**src/rtl/core/esct_pkg.sv**
```systemverilog
// ----------------------------------------------------------------------------
// esct_pkg
// Shared types and constants of the engine speed and crank tracker.
// ----------------------------------------------------------------------------
package esct_pkg;

   // field widths
   localparam int PERIOD_W = 32;
   localparam int TEETH_W  = 10;
   localparam int AVGLEN_W = 7;
   localparam int Q88_W    = 16;
   localparam int SPEED_W  = 24;
   localparam int ANGLE_W  = 24;
   localparam int TOOTH_W  = 16;
   localparam int CMD_W    = 2;

   // divider widths: dividend holds the speed numerator, divisor period * teeth
   localparam int DVD_W = 39;
   localparam int DSR_W = PERIOD_W + TEETH_W;
   localparam int QCNT_W = 6;

   // 1.2e9 rpm counts scaled to Q.8
   localparam logic [DVD_W-1:0]   SPEED_NUM = 39'd307_200_000_000;
   localparam logic [SPEED_W-1:0] SPEED_MAX = '1;
   localparam logic [ANGLE_W-1:0] ANGLE_MAX = '1;
   localparam logic [TOOTH_W-1:0] TOOTH_MAX = '1;

   // configuration port
   localparam int CSR_IDX_W  = 3;
   localparam int CSR_DATA_W = 16;

   localparam logic [CSR_IDX_W-1:0] CSR_AVG_LEN         = 3'd0;
   localparam logic [CSR_IDX_W-1:0] CSR_PICKUP_TEETH    = 3'd1;
   localparam logic [CSR_IDX_W-1:0] CSR_ANGLE_PER_TOOTH = 3'd2;
   localparam logic [CSR_IDX_W-1:0] CSR_TDC_OFFSET      = 3'd3;
   localparam logic [CSR_IDX_W-1:0] CSR_ANGLE_TRACK_EN  = 3'd4;

   // event codes
   localparam logic [CMD_W-1:0] CMD_TOOTH = 2'd0;
   localparam logic [CMD_W-1:0] CMD_TDC   = 2'd1;
   localparam logic [CMD_W-1:0] CMD_PHASE = 2'd2;

   typedef enum logic [2:0] {
      ST_IDLE,
      ST_EXEC,
      ST_SPEED_START,
      ST_SPEED_WAIT,
      ST_RING,
      ST_MEAN_START,
      ST_MEAN_WAIT,
      ST_EMIT
   } esct_state_type;

   typedef struct packed {
      logic             start;
      logic [DVD_W-1:0] dividend;
      logic [DSR_W-1:0] divisor;
   } div_req_type;

   typedef struct packed {
      logic             done;
      logic [DVD_W-1:0] quotient;
   } div_rsp_type;

endpackage

```
**src/rtl/core/esct_ram.sv**
```systemverilog
// ----------------------------------------------------------------------------
// esct_ram
// Generic single-write, single-read RAM with registered read data.
// ----------------------------------------------------------------------------
module esct_ram #(
   parameter int WIDTH = 24,
   parameter int DEPTH = 64,
   localparam int AW = (DEPTH > 1) ? $clog2(DEPTH) : 1
) (
   input  logic             clock,
   input  logic             wr_en,
   input  logic [AW-1:0]    wr_addr,
   input  logic [WIDTH-1:0] wr_data,
   input  logic [AW-1:0]    rd_addr,
   output logic [WIDTH-1:0] rd_data
);

   logic [WIDTH-1:0] mem_ff [DEPTH];
   logic [WIDTH-1:0] rd_data_ff;

   always_ff @(posedge clock) begin
      if (wr_en) begin
         mem_ff[wr_addr] <= wr_data;
      end
      rd_data_ff <= mem_ff[rd_addr];
   end

   assign rd_data = rd_data_ff;

endmodule

```
**src/rtl/core/esct_div.sv**
```systemverilog
// ----------------------------------------------------------------------------
// esct_div
// Restoring divider, one quotient bit per cycle, shared by the speed and
// mean computations.
// ----------------------------------------------------------------------------
module esct_div (
   input  logic                 clock,
   input  logic                 reset,
   input  esct_pkg::div_req_type req,
   output esct_pkg::div_rsp_type rsp
);
   import esct_pkg::*;

   logic [DSR_W-1:0]  rem_ff, rem_in;
   logic [DVD_W-1:0]  quo_ff, quo_in;
   logic [DSR_W-1:0]  dsr_ff, dsr_in;
   logic [QCNT_W-1:0] cnt_ff, cnt_in;
   logic              busy_ff, busy_in;
   logic              done_ff, done_in;

   logic [DSR_W:0]    rem_sh;
   logic              ge;

   always_comb begin
      rem_sh  = {rem_ff, quo_ff[DVD_W-1]};
      ge      = rem_sh >= {1'b0, dsr_ff};
      rem_in  = rem_ff;
      quo_in  = quo_ff;
      dsr_in  = dsr_ff;
      cnt_in  = cnt_ff;
      busy_in = busy_ff;
      done_in = 1'b0;
      if (req.start) begin
         rem_in  = '0;
         quo_in  = req.dividend;
         dsr_in  = req.divisor;
         cnt_in  = '0;
         busy_in = 1'b1;
      end else if (busy_ff) begin
         // shift in the next dividend bit, subtract when it fits
         rem_in = ge ? DSR_W'(rem_sh - {1'b0, dsr_ff}) : rem_sh[DSR_W-1:0];
         quo_in = {quo_ff[DVD_W-2:0], ge};
         cnt_in = cnt_ff + QCNT_W'(1);
         if (cnt_ff == QCNT_W'(DVD_W - 1)) begin
            busy_in = 1'b0;
            done_in = 1'b1;
         end
      end
   end

   always_ff @(posedge clock) begin
      if (reset) begin
         busy_ff <= 1'b0;
         done_ff <= 1'b0;
      end else begin
         busy_ff <= busy_in;
         done_ff <= done_in;
      end
   end

   always_ff @(posedge clock) begin
      rem_ff <= rem_in;
      quo_ff <= quo_in;
      dsr_ff <= dsr_in;
      cnt_ff <= cnt_in;
   end

   assign rsp.done     = done_ff;
   assign rsp.quotient = quo_ff;

endmodule

```
**src/rtl/core/engine_speed_crank_tracker.sv**
```systemverilog
// ----------------------------------------------------------------------------
// engine_speed_crank_tracker
// Flywheel speed, moving-average speed and crank angle from tooth, TDC and
// phase events.
// ----------------------------------------------------------------------------
// A tooth beat runs from acceptance to result through the speed quotient
// and the ring mean, each one pass through the shared restoring divider,
// plus the multiply, the ring read and write-back and the result register.
// A zero period * teeth skips the speed pass, and before the ring has filled
// the mean pass is skipped. TDC, phase and unused codes go to the result
// without the divider. One beat is worked on at a time; a new beat is taken
// while the previous result still waits on rsp_stall. Speed samples live in
// a MAX_AVG entry RAM; writing avg_len restarts the average.
module engine_speed_crank_tracker #(
   parameter int MAX_AVG = 64
) (
   input  logic                                  clock,
   input  logic                                  reset,
   // request channel
   input  logic                                  req_valid,
   output logic                                  req_stall,
   input  logic [esct_pkg::CMD_W-1:0]            req_command,
   input  logic [esct_pkg::PERIOD_W-1:0]         req_period,
   // result channel
   output logic                                  rsp_valid,
   input  logic                                  rsp_stall,
   output logic [esct_pkg::SPEED_W-1:0]          rsp_speed_avg,
   output logic [esct_pkg::SPEED_W-1:0]          rsp_speed_raw,
   output logic                                  rsp_average_valid,
   output logic [esct_pkg::ANGLE_W-1:0]          rsp_shaft_angle,
   output logic [esct_pkg::TOOTH_W-1:0]          rsp_tooth_index,
   output logic                                  rsp_div_error,
   // configuration
   input  logic                                  csr_valid,
   output logic                                  csr_ready,
   input  logic [esct_pkg::CSR_IDX_W-1:0]        csr_index,
   input  logic [esct_pkg::CSR_DATA_W-1:0]       csr_data
);
   import esct_pkg::*;

   localparam int AW    = (MAX_AVG > 1) ? $clog2(MAX_AVG) : 1;
   localparam int LEN_W = $clog2(MAX_AVG + 1);
   localparam int CW    = (LEN_W > AVGLEN_W) ? LEN_W : AVGLEN_W;
   localparam int SUM_W = SPEED_W + LEN_W;

   // configuration registers
   logic [AVGLEN_W-1:0] avg_len_ff, avg_len_in;
   logic [TEETH_W-1:0]  teeth_cfg_ff, teeth_cfg_in;
   logic [Q88_W-1:0]    apt_ff, apt_in;
   logic [Q88_W-1:0]    tdc_off_ff, tdc_off_in;
   logic                track_en_ff, track_en_in;

   // control and tracking state
   esct_state_type      state_ff, state_in;
   logic [SUM_W-1:0]    sum_ff, sum_in;
   logic [AW-1:0]       wpos_ff, wpos_in;
   logic                filled_ff, filled_in;
   logic [ANGLE_W-1:0]  angle_ff, angle_in;
   logic [TOOTH_W-1:0]  teeth_ff, teeth_in;
   logic                half_ff, half_in;
   logic                pending_ff, pending_in;
   logic [SPEED_W-1:0]  last_avg_ff, last_avg_in;
   logic                rsp_valid_ff, rsp_valid_in;

   // working registers
   logic [CMD_W-1:0]    cmd_ff, cmd_in;
   logic [PERIOD_W-1:0] period_ff, period_in;
   logic [DSR_W-1:0]    prod_ff, prod_in;
   logic [AW-1:0]       pos_ff, pos_in;
   logic [SPEED_W-1:0]  old_ff, old_in;
   logic [SPEED_W-1:0]  raw_ff, raw_in;
   logic                err_ff, err_in;

   // result registers
   logic [SPEED_W-1:0]  out_avg_ff, out_avg_in;
   logic [SPEED_W-1:0]  out_raw_ff, out_raw_in;
   logic                out_filled_ff, out_filled_in;
   logic [ANGLE_W-1:0]  out_angle_ff, out_angle_in;
   logic [TOOTH_W-1:0]  out_teeth_ff, out_teeth_in;
   logic                out_err_ff, out_err_in;

   // combinational helpers
   logic [CW-1:0]       avg_ext;
   logic [LEN_W-1:0]    len_eff;
   logic [AW-1:0]       pos_cur;
   logic [LEN_W:0]      pos_inc;
   logic [ANGLE_W:0]    angle_sum;
   logic [Q88_W-1:0]    angle_add;
   logic                req_accept;
   logic                rsp_free;

   logic                ram_wr_en;
   logic [SPEED_W-1:0]  ram_rd_data;

   div_req_type         div_req;
   div_rsp_type         div_rsp;

   esct_ram #(
      .WIDTH (SPEED_W),
      .DEPTH (MAX_AVG)
   ) u_ring (
      .clock   (clock),
      .wr_en   (ram_wr_en),
      .wr_addr (pos_ff),
      .wr_data (raw_ff),
      .rd_addr (pos_cur),
      .rd_data (ram_rd_data)
   );

   esct_div u_div (
      .clock (clock),
      .reset (reset),
      .req   (div_req),
      .rsp   (div_rsp)
   );

   assign req_stall  = (state_ff != ST_IDLE);
   assign req_accept = req_valid && !req_stall;
   assign rsp_free   = !rsp_valid_ff || !rsp_stall;
   assign csr_ready  = 1'b1;

   // ring length clamped to 1..MAX_AVG, the slot this tooth lands in and the next angle
   always_comb begin
      avg_ext = CW'(avg_len_ff);
      if (avg_ext == '0) begin
         len_eff = LEN_W'(1);
      end else if (avg_ext > CW'(MAX_AVG)) begin
         len_eff = LEN_W'(MAX_AVG);
      end else begin
         len_eff = LEN_W'(avg_ext);
      end
      pos_cur = (LEN_W'(wpos_ff) < len_eff) ? wpos_ff : '0;
      pos_inc = {1'b0, LEN_W'(pos_ff)} + (LEN_W + 1)'(1);
      angle_add = pending_ff ? tdc_off_ff : apt_ff;
      angle_sum = {1'b0, angle_ff} + (ANGLE_W + 1)'(angle_add);
   end

   // next state
   always_comb begin
      state_in = state_ff;
      case (state_ff)
         ST_IDLE: begin
            if (req_accept) state_in = ST_EXEC;
         end
         ST_EXEC: begin
            state_in = (cmd_ff == CMD_TOOTH) ? ST_SPEED_START : ST_EMIT;
         end
         ST_SPEED_START: begin
            state_in = (prod_ff == '0) ? ST_RING : ST_SPEED_WAIT;
         end
         ST_SPEED_WAIT: begin
            if (div_rsp.done) state_in = ST_RING;
         end
         ST_RING: begin
            state_in = ST_MEAN_START;
         end
         ST_MEAN_START: begin
            state_in = filled_ff ? ST_MEAN_WAIT : ST_EMIT;
         end
         ST_MEAN_WAIT: begin
            if (div_rsp.done) state_in = ST_EMIT;
         end
         ST_EMIT: begin
            if (rsp_free) state_in = ST_IDLE;
         end
         default: state_in = ST_IDLE;
      endcase
   end

   // datapath and outputs
   always_comb begin
      avg_len_in    = avg_len_ff;
      teeth_cfg_in  = teeth_cfg_ff;
      apt_in        = apt_ff;
      tdc_off_in    = tdc_off_ff;
      track_en_in   = track_en_ff;
      sum_in        = sum_ff;
      wpos_in       = wpos_ff;
      filled_in     = filled_ff;
      angle_in      = angle_ff;
      teeth_in      = teeth_ff;
      half_in       = half_ff;
      pending_in    = pending_ff;
      last_avg_in   = last_avg_ff;
      cmd_in        = cmd_ff;
      period_in     = period_ff;
      prod_in       = prod_ff;
      pos_in        = pos_ff;
      old_in        = old_ff;
      raw_in        = raw_ff;
      err_in        = err_ff;
      out_avg_in    = out_avg_ff;
      out_raw_in    = out_raw_ff;
      out_filled_in = out_filled_ff;
      out_angle_in  = out_angle_ff;
      out_teeth_in  = out_teeth_ff;
      out_err_in    = out_err_ff;
      rsp_valid_in  = rsp_valid_ff && rsp_stall;
      ram_wr_en     = 1'b0;
      div_req       = '0;

      case (state_ff)
         ST_IDLE: begin
            if (req_accept) begin
               cmd_in    = req_command;
               period_in = req_period;
            end
         end
         ST_EXEC: begin
            raw_in = '0;
            err_in = 1'b0;
            case (cmd_ff)
               CMD_TOOTH: begin
                  prod_in  = DSR_W'(period_ff) * DSR_W'(teeth_cfg_ff);
                  pos_in   = pos_cur;
                  teeth_in = (teeth_ff == TOOTH_MAX) ? teeth_ff : teeth_ff + TOOTH_W'(1);
                  if (track_en_ff) begin
                     pending_in = 1'b0;
                     angle_in   = angle_sum[ANGLE_W] ? ANGLE_MAX : angle_sum[ANGLE_W-1:0];
                  end
               end
               CMD_TDC: begin
                  // every second TDC clears the angle and the tooth count and arms the offset
                  if (half_ff) begin
                     half_in    = 1'b0;
                     angle_in   = '0;
                     teeth_in   = '0;
                     pending_in = 1'b1;
                  end else begin
                     half_in = 1'b1;
                  end
               end
               CMD_PHASE: begin
                  pending_in = 1'b1;
               end
               default: ;
            endcase
         end
         ST_SPEED_START: begin
            old_in = ram_rd_data;
            if (prod_ff == '0) begin
               raw_in = SPEED_MAX;
               err_in = 1'b1;
            end else begin
               div_req.start    = 1'b1;
               div_req.dividend = SPEED_NUM;
               div_req.divisor  = prod_ff;
            end
         end
         ST_SPEED_WAIT: begin
            if (div_rsp.done) begin
               raw_in = (div_rsp.quotient > DVD_W'(SPEED_MAX)) ? SPEED_MAX
                                                               : div_rsp.quotient[SPEED_W-1:0];
            end
         end
         ST_RING: begin
            // retire the overwritten sample once the ring is full
            ram_wr_en = 1'b1;
            sum_in = sum_ff - (filled_ff ? SUM_W'(old_ff) : '0) + SUM_W'(raw_ff);
            if (pos_inc >= {1'b0, len_eff}) begin
               wpos_in   = '0;
               filled_in = 1'b1;
            end else begin
               wpos_in = pos_inc[AW-1:0];
            end
         end
         ST_MEAN_START: begin
            if (filled_ff) begin
               div_req.start    = 1'b1;
               div_req.dividend = DVD_W'(sum_ff);
               div_req.divisor  = DSR_W'(len_eff);
            end else begin
               last_avg_in = raw_ff;
            end
         end
         ST_MEAN_WAIT: begin
            if (div_rsp.done) last_avg_in = div_rsp.quotient[SPEED_W-1:0];
         end
         ST_EMIT: begin
            if (rsp_free) begin
               rsp_valid_in  = 1'b1;
               out_avg_in    = last_avg_ff;
               out_raw_in    = raw_ff;
               out_filled_in = filled_ff;
               out_angle_in  = angle_ff;
               out_teeth_in  = teeth_ff;
               out_err_in    = err_ff;
            end
         end
         default: ;
      endcase

      if (csr_valid && csr_ready) begin
         case (csr_index)
            CSR_AVG_LEN: begin
               avg_len_in = csr_data[AVGLEN_W-1:0];
               wpos_in    = '0;
               filled_in  = 1'b0;
               sum_in     = '0;
            end
            CSR_PICKUP_TEETH:    teeth_cfg_in = csr_data[TEETH_W-1:0];
            CSR_ANGLE_PER_TOOTH: apt_in       = csr_data;
            CSR_TDC_OFFSET:      tdc_off_in   = csr_data;
            CSR_ANGLE_TRACK_EN:  track_en_in  = csr_data[0];
            default: ;
         endcase
      end
   end

   always_ff @(posedge clock) begin
      if (reset) begin
         state_ff     <= ST_IDLE;
         avg_len_ff   <= AVGLEN_W'(30);
         teeth_cfg_ff <= TEETH_W'(1);
         apt_ff       <= Q88_W'(307);
         tdc_off_ff   <= '0;
         track_en_ff  <= 1'b1;
         sum_ff       <= '0;
         wpos_ff      <= '0;
         filled_ff    <= 1'b0;
         angle_ff     <= '0;
         teeth_ff     <= '0;
         half_ff      <= 1'b0;
         pending_ff   <= 1'b0;
         last_avg_ff  <= '0;
         rsp_valid_ff <= 1'b0;
      end else begin
         state_ff     <= state_in;
         avg_len_ff   <= avg_len_in;
         teeth_cfg_ff <= teeth_cfg_in;
         apt_ff       <= apt_in;
         tdc_off_ff   <= tdc_off_in;
         track_en_ff  <= track_en_in;
         sum_ff       <= sum_in;
         wpos_ff      <= wpos_in;
         filled_ff    <= filled_in;
         angle_ff     <= angle_in;
         teeth_ff     <= teeth_in;
         half_ff      <= half_in;
         pending_ff   <= pending_in;
         last_avg_ff  <= last_avg_in;
         rsp_valid_ff <= rsp_valid_in;
      end
   end

   always_ff @(posedge clock) begin
      cmd_ff        <= cmd_in;
      period_ff     <= period_in;
      prod_ff       <= prod_in;
      pos_ff        <= pos_in;
      old_ff        <= old_in;
      raw_ff        <= raw_in;
      err_ff        <= err_in;
      out_avg_ff    <= out_avg_in;
      out_raw_ff    <= out_raw_in;
      out_filled_ff <= out_filled_in;
      out_angle_ff  <= out_angle_in;
      out_teeth_ff  <= out_teeth_in;
      out_err_ff    <= out_err_in;
   end

   assign rsp_valid         = rsp_valid_ff;
   assign rsp_speed_avg     = out_avg_ff;
   assign rsp_speed_raw     = out_raw_ff;
   assign rsp_average_valid = out_filled_ff;
   assign rsp_shaft_angle   = out_angle_ff;
   assign rsp_tooth_index   = out_teeth_ff;
   assign rsp_div_error     = out_err_ff;

endmodule

```
**config.mk**
```make
export PLATFORM = sky130hd
export DESIGN_NAME = engine_speed_crank_tracker
export DESIGN_NICKNAME = d
export VERILOG_FILES = /design/src/rtl/core/esct_pkg.sv /design/src/rtl/core/esct_ram.sv /design/src/rtl/core/esct_div.sv /design/src/rtl/core/engine_speed_crank_tracker.sv
export SDC_FILE = /design/constraint.sdc
export NUM_CORES = 2
export LEC_CHECK = 0
export ABC_CLOCK_PERIOD_IN_PS = 9600
export BUFFER_PORTS_ARGS = -buffer_cell sky130_fd_sc_hd__buf_2
export CAP_MARGIN = 20
export CORE_MARGIN = 1
export CORE_UTILIZATION = 60
export DETAILED_ROUTE_END_ITERATION = 12
export PLACE_DENSITY = 0.77
export SLEW_MARGIN = 20
export SYNTH_ARGS = -nofsm -noshare
export SYNTH_HDL_FRONTEND = slang
export SYNTH_HIERARCHICAL = 1
export SYNTH_SLANG_ARGS = --single-unit
```
**constraint.sdc**
```tcl
create_clock -name clock -period 9.6 [get_ports clock]
set_clock_uncertainty 0.1 [all_clocks]
set_input_delay 2.88 -clock clock [delete_from_list [all_inputs] [get_ports clock]]
set_output_delay 2.88 -clock clock [all_outputs]
set_load 0.03 [all_outputs]
```
==> metrics list <==
- Worst EP required: around 10 ns
- Measured against its own limit, the worst slew margin works out to between 20% and 30%.
* Compound-cell area share of the yosys netlist: approximately 6.3%
- Run status: finished, final reports clean
- Summing the areas of all and, or, nand and nor instances in the mapped netlist gives under 10% of the synthesized area.
- Routing usage on met1: between 40% and 50%
* Peak VDD IR: between 0.00015 and 0.0002 V
* Post-layout minimum cycle time: about 6.5 ns
- R2R Setup Slk: ~3 ns
- Mean Syn Cell Area: 15.2 um^2
- In the final layout, flip-flops and latches occupy 59800 um^2.
- In this run the biggest area consumer among cell types represents around three fifths of the synthesized area.
- Antenna violations before repair: 7
* Number of buffers inserted by port buffering: 149
- Number of fill cells in the layout: around 10000
* First-pass GRT wire length: around 350000 um
- #FFs+latches synth: around 2100
- Global routing used between 40% and 50% of the available met2 tracks.
- Power spread over the standard cell area amounts to between 200 and 250 nW/um^2.
- The floorplan step set the die height to about 400 um.
- Area growth from synthesis to layout: 10.4%
* Number of nets still failing antenna checks after routing: 0
* Largest net degree at the start of global routing: around 130
* Floorplan row count: roughly 150
* Root Driver: clkbuf_16
- Routability-driven placement finished with a final weighted congestion of slightly above 0.9.
* Resized cells post-CTS: 0
* Proportion of layout cells with a drive suffix above 1: between 10% and 20%
- Number of hold-slack violations in the final timing report: 0
* Count of clock tree sinks: 2070
- Multiplexer cells account for approximately 11% of the synthesized area.
- For this design the static power due to leakage is around 37 nW.
- STA classifies the critical path startpoint as a flop.
- Number of flops mapped to enable cells by yosys: roughly 1800
- H-tree depth reported by CTS: 4
* Gate Count Post-Synth: 6238
- At the end of the flow, the number of nets in the layout was 6901.
- At the worst endpoint, the arrival time is between 6 and 7 ns.
* Average wire length per cell after detail routing: roughly 27 um
- Global-route usage over all layers: 29.9%
* Fin Setup TNS: 0 ns
- The final route contains 55600 vias.
- Sequential cells were found to cover approximately 63% of the synthesized design area.
- Total half-perimeter wirelength after legalization and detailed placement: 144000 um
- Path type of the worst min-delay path: reg -> reg
- In this run the worst setup path terminates at prod_ff[35]$_DFFE_PP_.
* Number of DRC violations after detailed routing: 0
* Initial Utilization: between 60% and 70%
* Number of max-cap violations: 0
* Reg2Reg Capture Point: prod_ff[35]$_DFFE_PP_
- For the worst flop-to-flop path, the logic depth is 18.
- Summing all multi-input logic gate instances after layout gives around 32000 um^2.
- By area, the combinational part of the netlist is dominated by multiplexers.
- The region available for standard cell placement spans approximately 160000 um^2.
* Setup repair after global routing missed its margin: no
* Synth top area cells: edfxtp_1 (58%), mux4_2 (8.4%), fa_1 (5.6%), dfxtp_1 (4.9%), ha_1 (2.4%)
- Iteration count of the initial detailed-routing pass: 8
* Final Slew Violations: 0
- TritonCTS built the clock tree.
* Share of the synthesized netlist area taken by xor and xnor gates: roughly 1.1%
* Drt via density: around 6.4
* Count of distinct cell types in the synthesized netlist: between 90 and 100
* Most instantiated flip-flop cell in the synthesis netlist: edfxtp_1
- For this run, asynchronously set or reset flops after synthesis account for 0%.
- Post-synthesis share of cell area spent on full adders, half adders and majority gates: ~8.0%
- The most critical setup path has its startpoint at teeth_cfg_ff[7]$_SDFFE_PP0P_.
* Post-CTS setup-driven buffer insertion count: 0
- Setup violations, final: 0
- Hold WS: 0.303 ns
* Grt peak-use layer: met2
* Buffer depth of the longest clock path: 3
- After global routing the overflow that remains totals 0.
* Top achievable clock speed: between 150 and 200 MHz
- Actual transition at the worst max-transition pin: 1.15 ns
- In the global route stage, met3 resource usage came out at around 7.1%.
- Cell area after technology mapping: 94800 um^2
- Number of CTS-inserted buffers: 200
- Yosys printed 6 warnings.
- At the later pin of the worst-skew pair, clock insertion delay measures 0.84 ns.
* Die area: 160000 um^2
* Chip width: approximately 400 um
- Of the available clock period, the critical path in the final layout requires 68.1%.
- After clock tree synthesis, the clock-pin slew on the worst setup and hold paths is ~0.060 ns.
- The number of global-route vias before repair is about 55000.
- The worst register-to-register path begins at teeth_cfg_ff[7]$_SDFFE_PP0P_.
- Number of DRC markers in iteration 0: ~6600
- Top cell type by total area after synthesis: edfxtp_1
- Pin placement for this block handled 151 I/O pins.
- Total wire length after detailed routing: 236000 um
- CP max FO: 33
- The critical path in this run is classified as reg -> reg.
- Hold Buf Count CTS: 0
- Endpoint class of the critical path: flop
-- power breakdown --
| part | internal, mW | switching [mW] |
|---|---|---|
| sequential | 10.8 | 0.399 |
| clock | 4.38 | 3.49 |
| combinational | 1.92 | 3.66 |
-- routing by layer --
metal / vias to the layer above / wire (um)
met5: - / 44
met4: 6 / 7740
met3: 437 / 27000
met2: 3148 / 107000
met1: 28300 / 94800
li1: 23600 / -
-- cell usage after synthesis, drive strengths merged, types with 32 or more instances --
library cell     n
dfxtp          232
inv            407
and2           255
o22ai           57
and3            32
ha             185
nand3           86
nand2          514
xor2            47
a311oi          44
mux4           355
edfxtp        1838
mux2           107
nor2b           36
a211oi          46
xnor2           74
a221oi          54
nor2           292
o21a            63
buf            136
fa             264
a21oi          223
nor3            39
a21o            82
clkbuf         196
a31oi           40
mux2i          128
o21ai          120
-- sequential cells by signal, indices dropped and copies added (netlist names), 7 cells and up --
name,cells
rsp_speed_avg,24
u_ring/rd_data,24
last_avg_ff,24
angle_ff,24
teeth_ff,16
avg_ext,7
u_div/dsr_ff,42
rsp_tooth_index,16
sum_ff,31
u_ring/mem_ff,1536
tdc_off_ff,16
old_ff,24
u_div/quo_ff,39
apt_ff,16
rsp_shaft_angle,24
prod_ff,42
raw_ff,24
u_div/rem_ff,42
rsp_speed_raw,24
teeth_cfg_ff,10
period_ff,32
-- logic make-up (layout without fill, tap and decap cells) --
logic type                 after synthesis  count (layout)
other                                    2               7
buffers and inverters                  742            1070
muxes                                  590             590
xor gates and xnor gates               121             121
and+or+nand+nor                       1404            1404
adders and majority gates              449             449
DFF                                   2070            2070
AOI/OAI and AO/OA                      860             860
-- how the worst min path moves through the flow --
stage                                          start              endpoint  slack, ns  cells after the start
after floorplan            u_ring/rd_data[0]$_DFF_P_   old_ff[0]$_DFFE_PP_       0.29                      0
after global placement    u_ring/rd_data[17]$_DFF_P_  old_ff[17]$_DFFE_PP_       0.29                      0
after detailed placement  u_ring/rd_data[12]$_DFF_P_  old_ff[12]$_DFFE_PP_       0.29                      0
after CTS                 u_ring/rd_data[12]$_DFF_P_  old_ff[12]$_DFFE_PP_       0.30                      0
after global routing       u_ring/rd_data[9]$_DFF_P_   old_ff[9]$_DFFE_PP_       0.31                      0
final                     u_ring/rd_data[12]$_DFF_P_  old_ff[12]$_DFFE_PP_       0.30                      0
-- final cells by class --
class,instances,share of cell area [%]
Tap cell,2058,2.46
Inverter,410,1.47
Antenna cell,3,0.00717
Timing Repair Buffer,284,1.78
Clock buffer,255,5.12
Multi-Input combinational cell,3428,30.7
Sequential cell,2070,57.2
Clock inverter,121,1.24
-- through the flow --
stage | instances | area, um^2 | utilization [%] | worst slack, ns | power [mW]
2_1_floorplan | 6240 | 94800 | - | 1.64 | 15.1
3_3_place_gp | 8248 | 97900 | 62.6 | 3.15 | 16.7
3_5_place_dp | 8248 | 97900 | 62.6 | 3.03 | 16.8
4_1_cts | 8624 | 105000 | 66.8 | 3.08 | 24.7
5_1_grt | 8626 | 105000 | 66.8 | 2.78 | 25.6
6_report | 8629 | 105000 | 66.8 | 3.06 | 24.7
-- worst max-delay path, cell delays in order, from the launching register on --
cell and delay (ns):
dfxtp_1 1.05, and2_1 0.27, fa_1 0.44, fa_1 0.53, fa_1 0.52, fa_1 0.54
inv_1 0.05, fa_1 0.53, inv_1 0.04, ha_1 0.36, a21o_1 0.20, a21oi_1 0.15
o21ai_0 0.11, a221o_1 0.37, a221oi_4 0.42, o2111ai_2 0.19, o211ai_2 0.15, o21bai_2 0.11
xor2_1 0.14
-- cell usage in the layout, fill, tap and decap left out, drive strengths merged, types with 23 or more instances in the layout --
master / Yosys / final
xor2: 47 / 47
nand3: 86 / 86
mux4: 355 / 355
o21ai: 120 / 120
dfxtp: 232 / 232
mux2: 107 / 107
and2: 255 / 255
a221oi: 54 / 54
clkinv: 3 / 92
and3: 32 / 32
xnor2: 74 / 74
a21o: 82 / 82
inv: 407 / 414
nor2b: 36 / 36
nor3: 39 / 39
a211oi: 46 / 46
nor2: 292 / 292
nand2b: 23 / 23
a311oi: 44 / 44
a21oi: 223 / 223
or3: 23 / 23
o22ai: 57 / 57
nor4: 24 / 24
ha: 185 / 185
fa: 264 / 264
edfxtp: 1838 / 1838
a22oi: 30 / 30
mux2i: 128 / 128
nand2: 514 / 514
clkbuf: 196 / 255
buf: 136 / 284
a31oi: 40 / 40
o21a: 63 / 63
nand4: 30 / 30
Note: power is estimated with default switching activity, not from simulation.
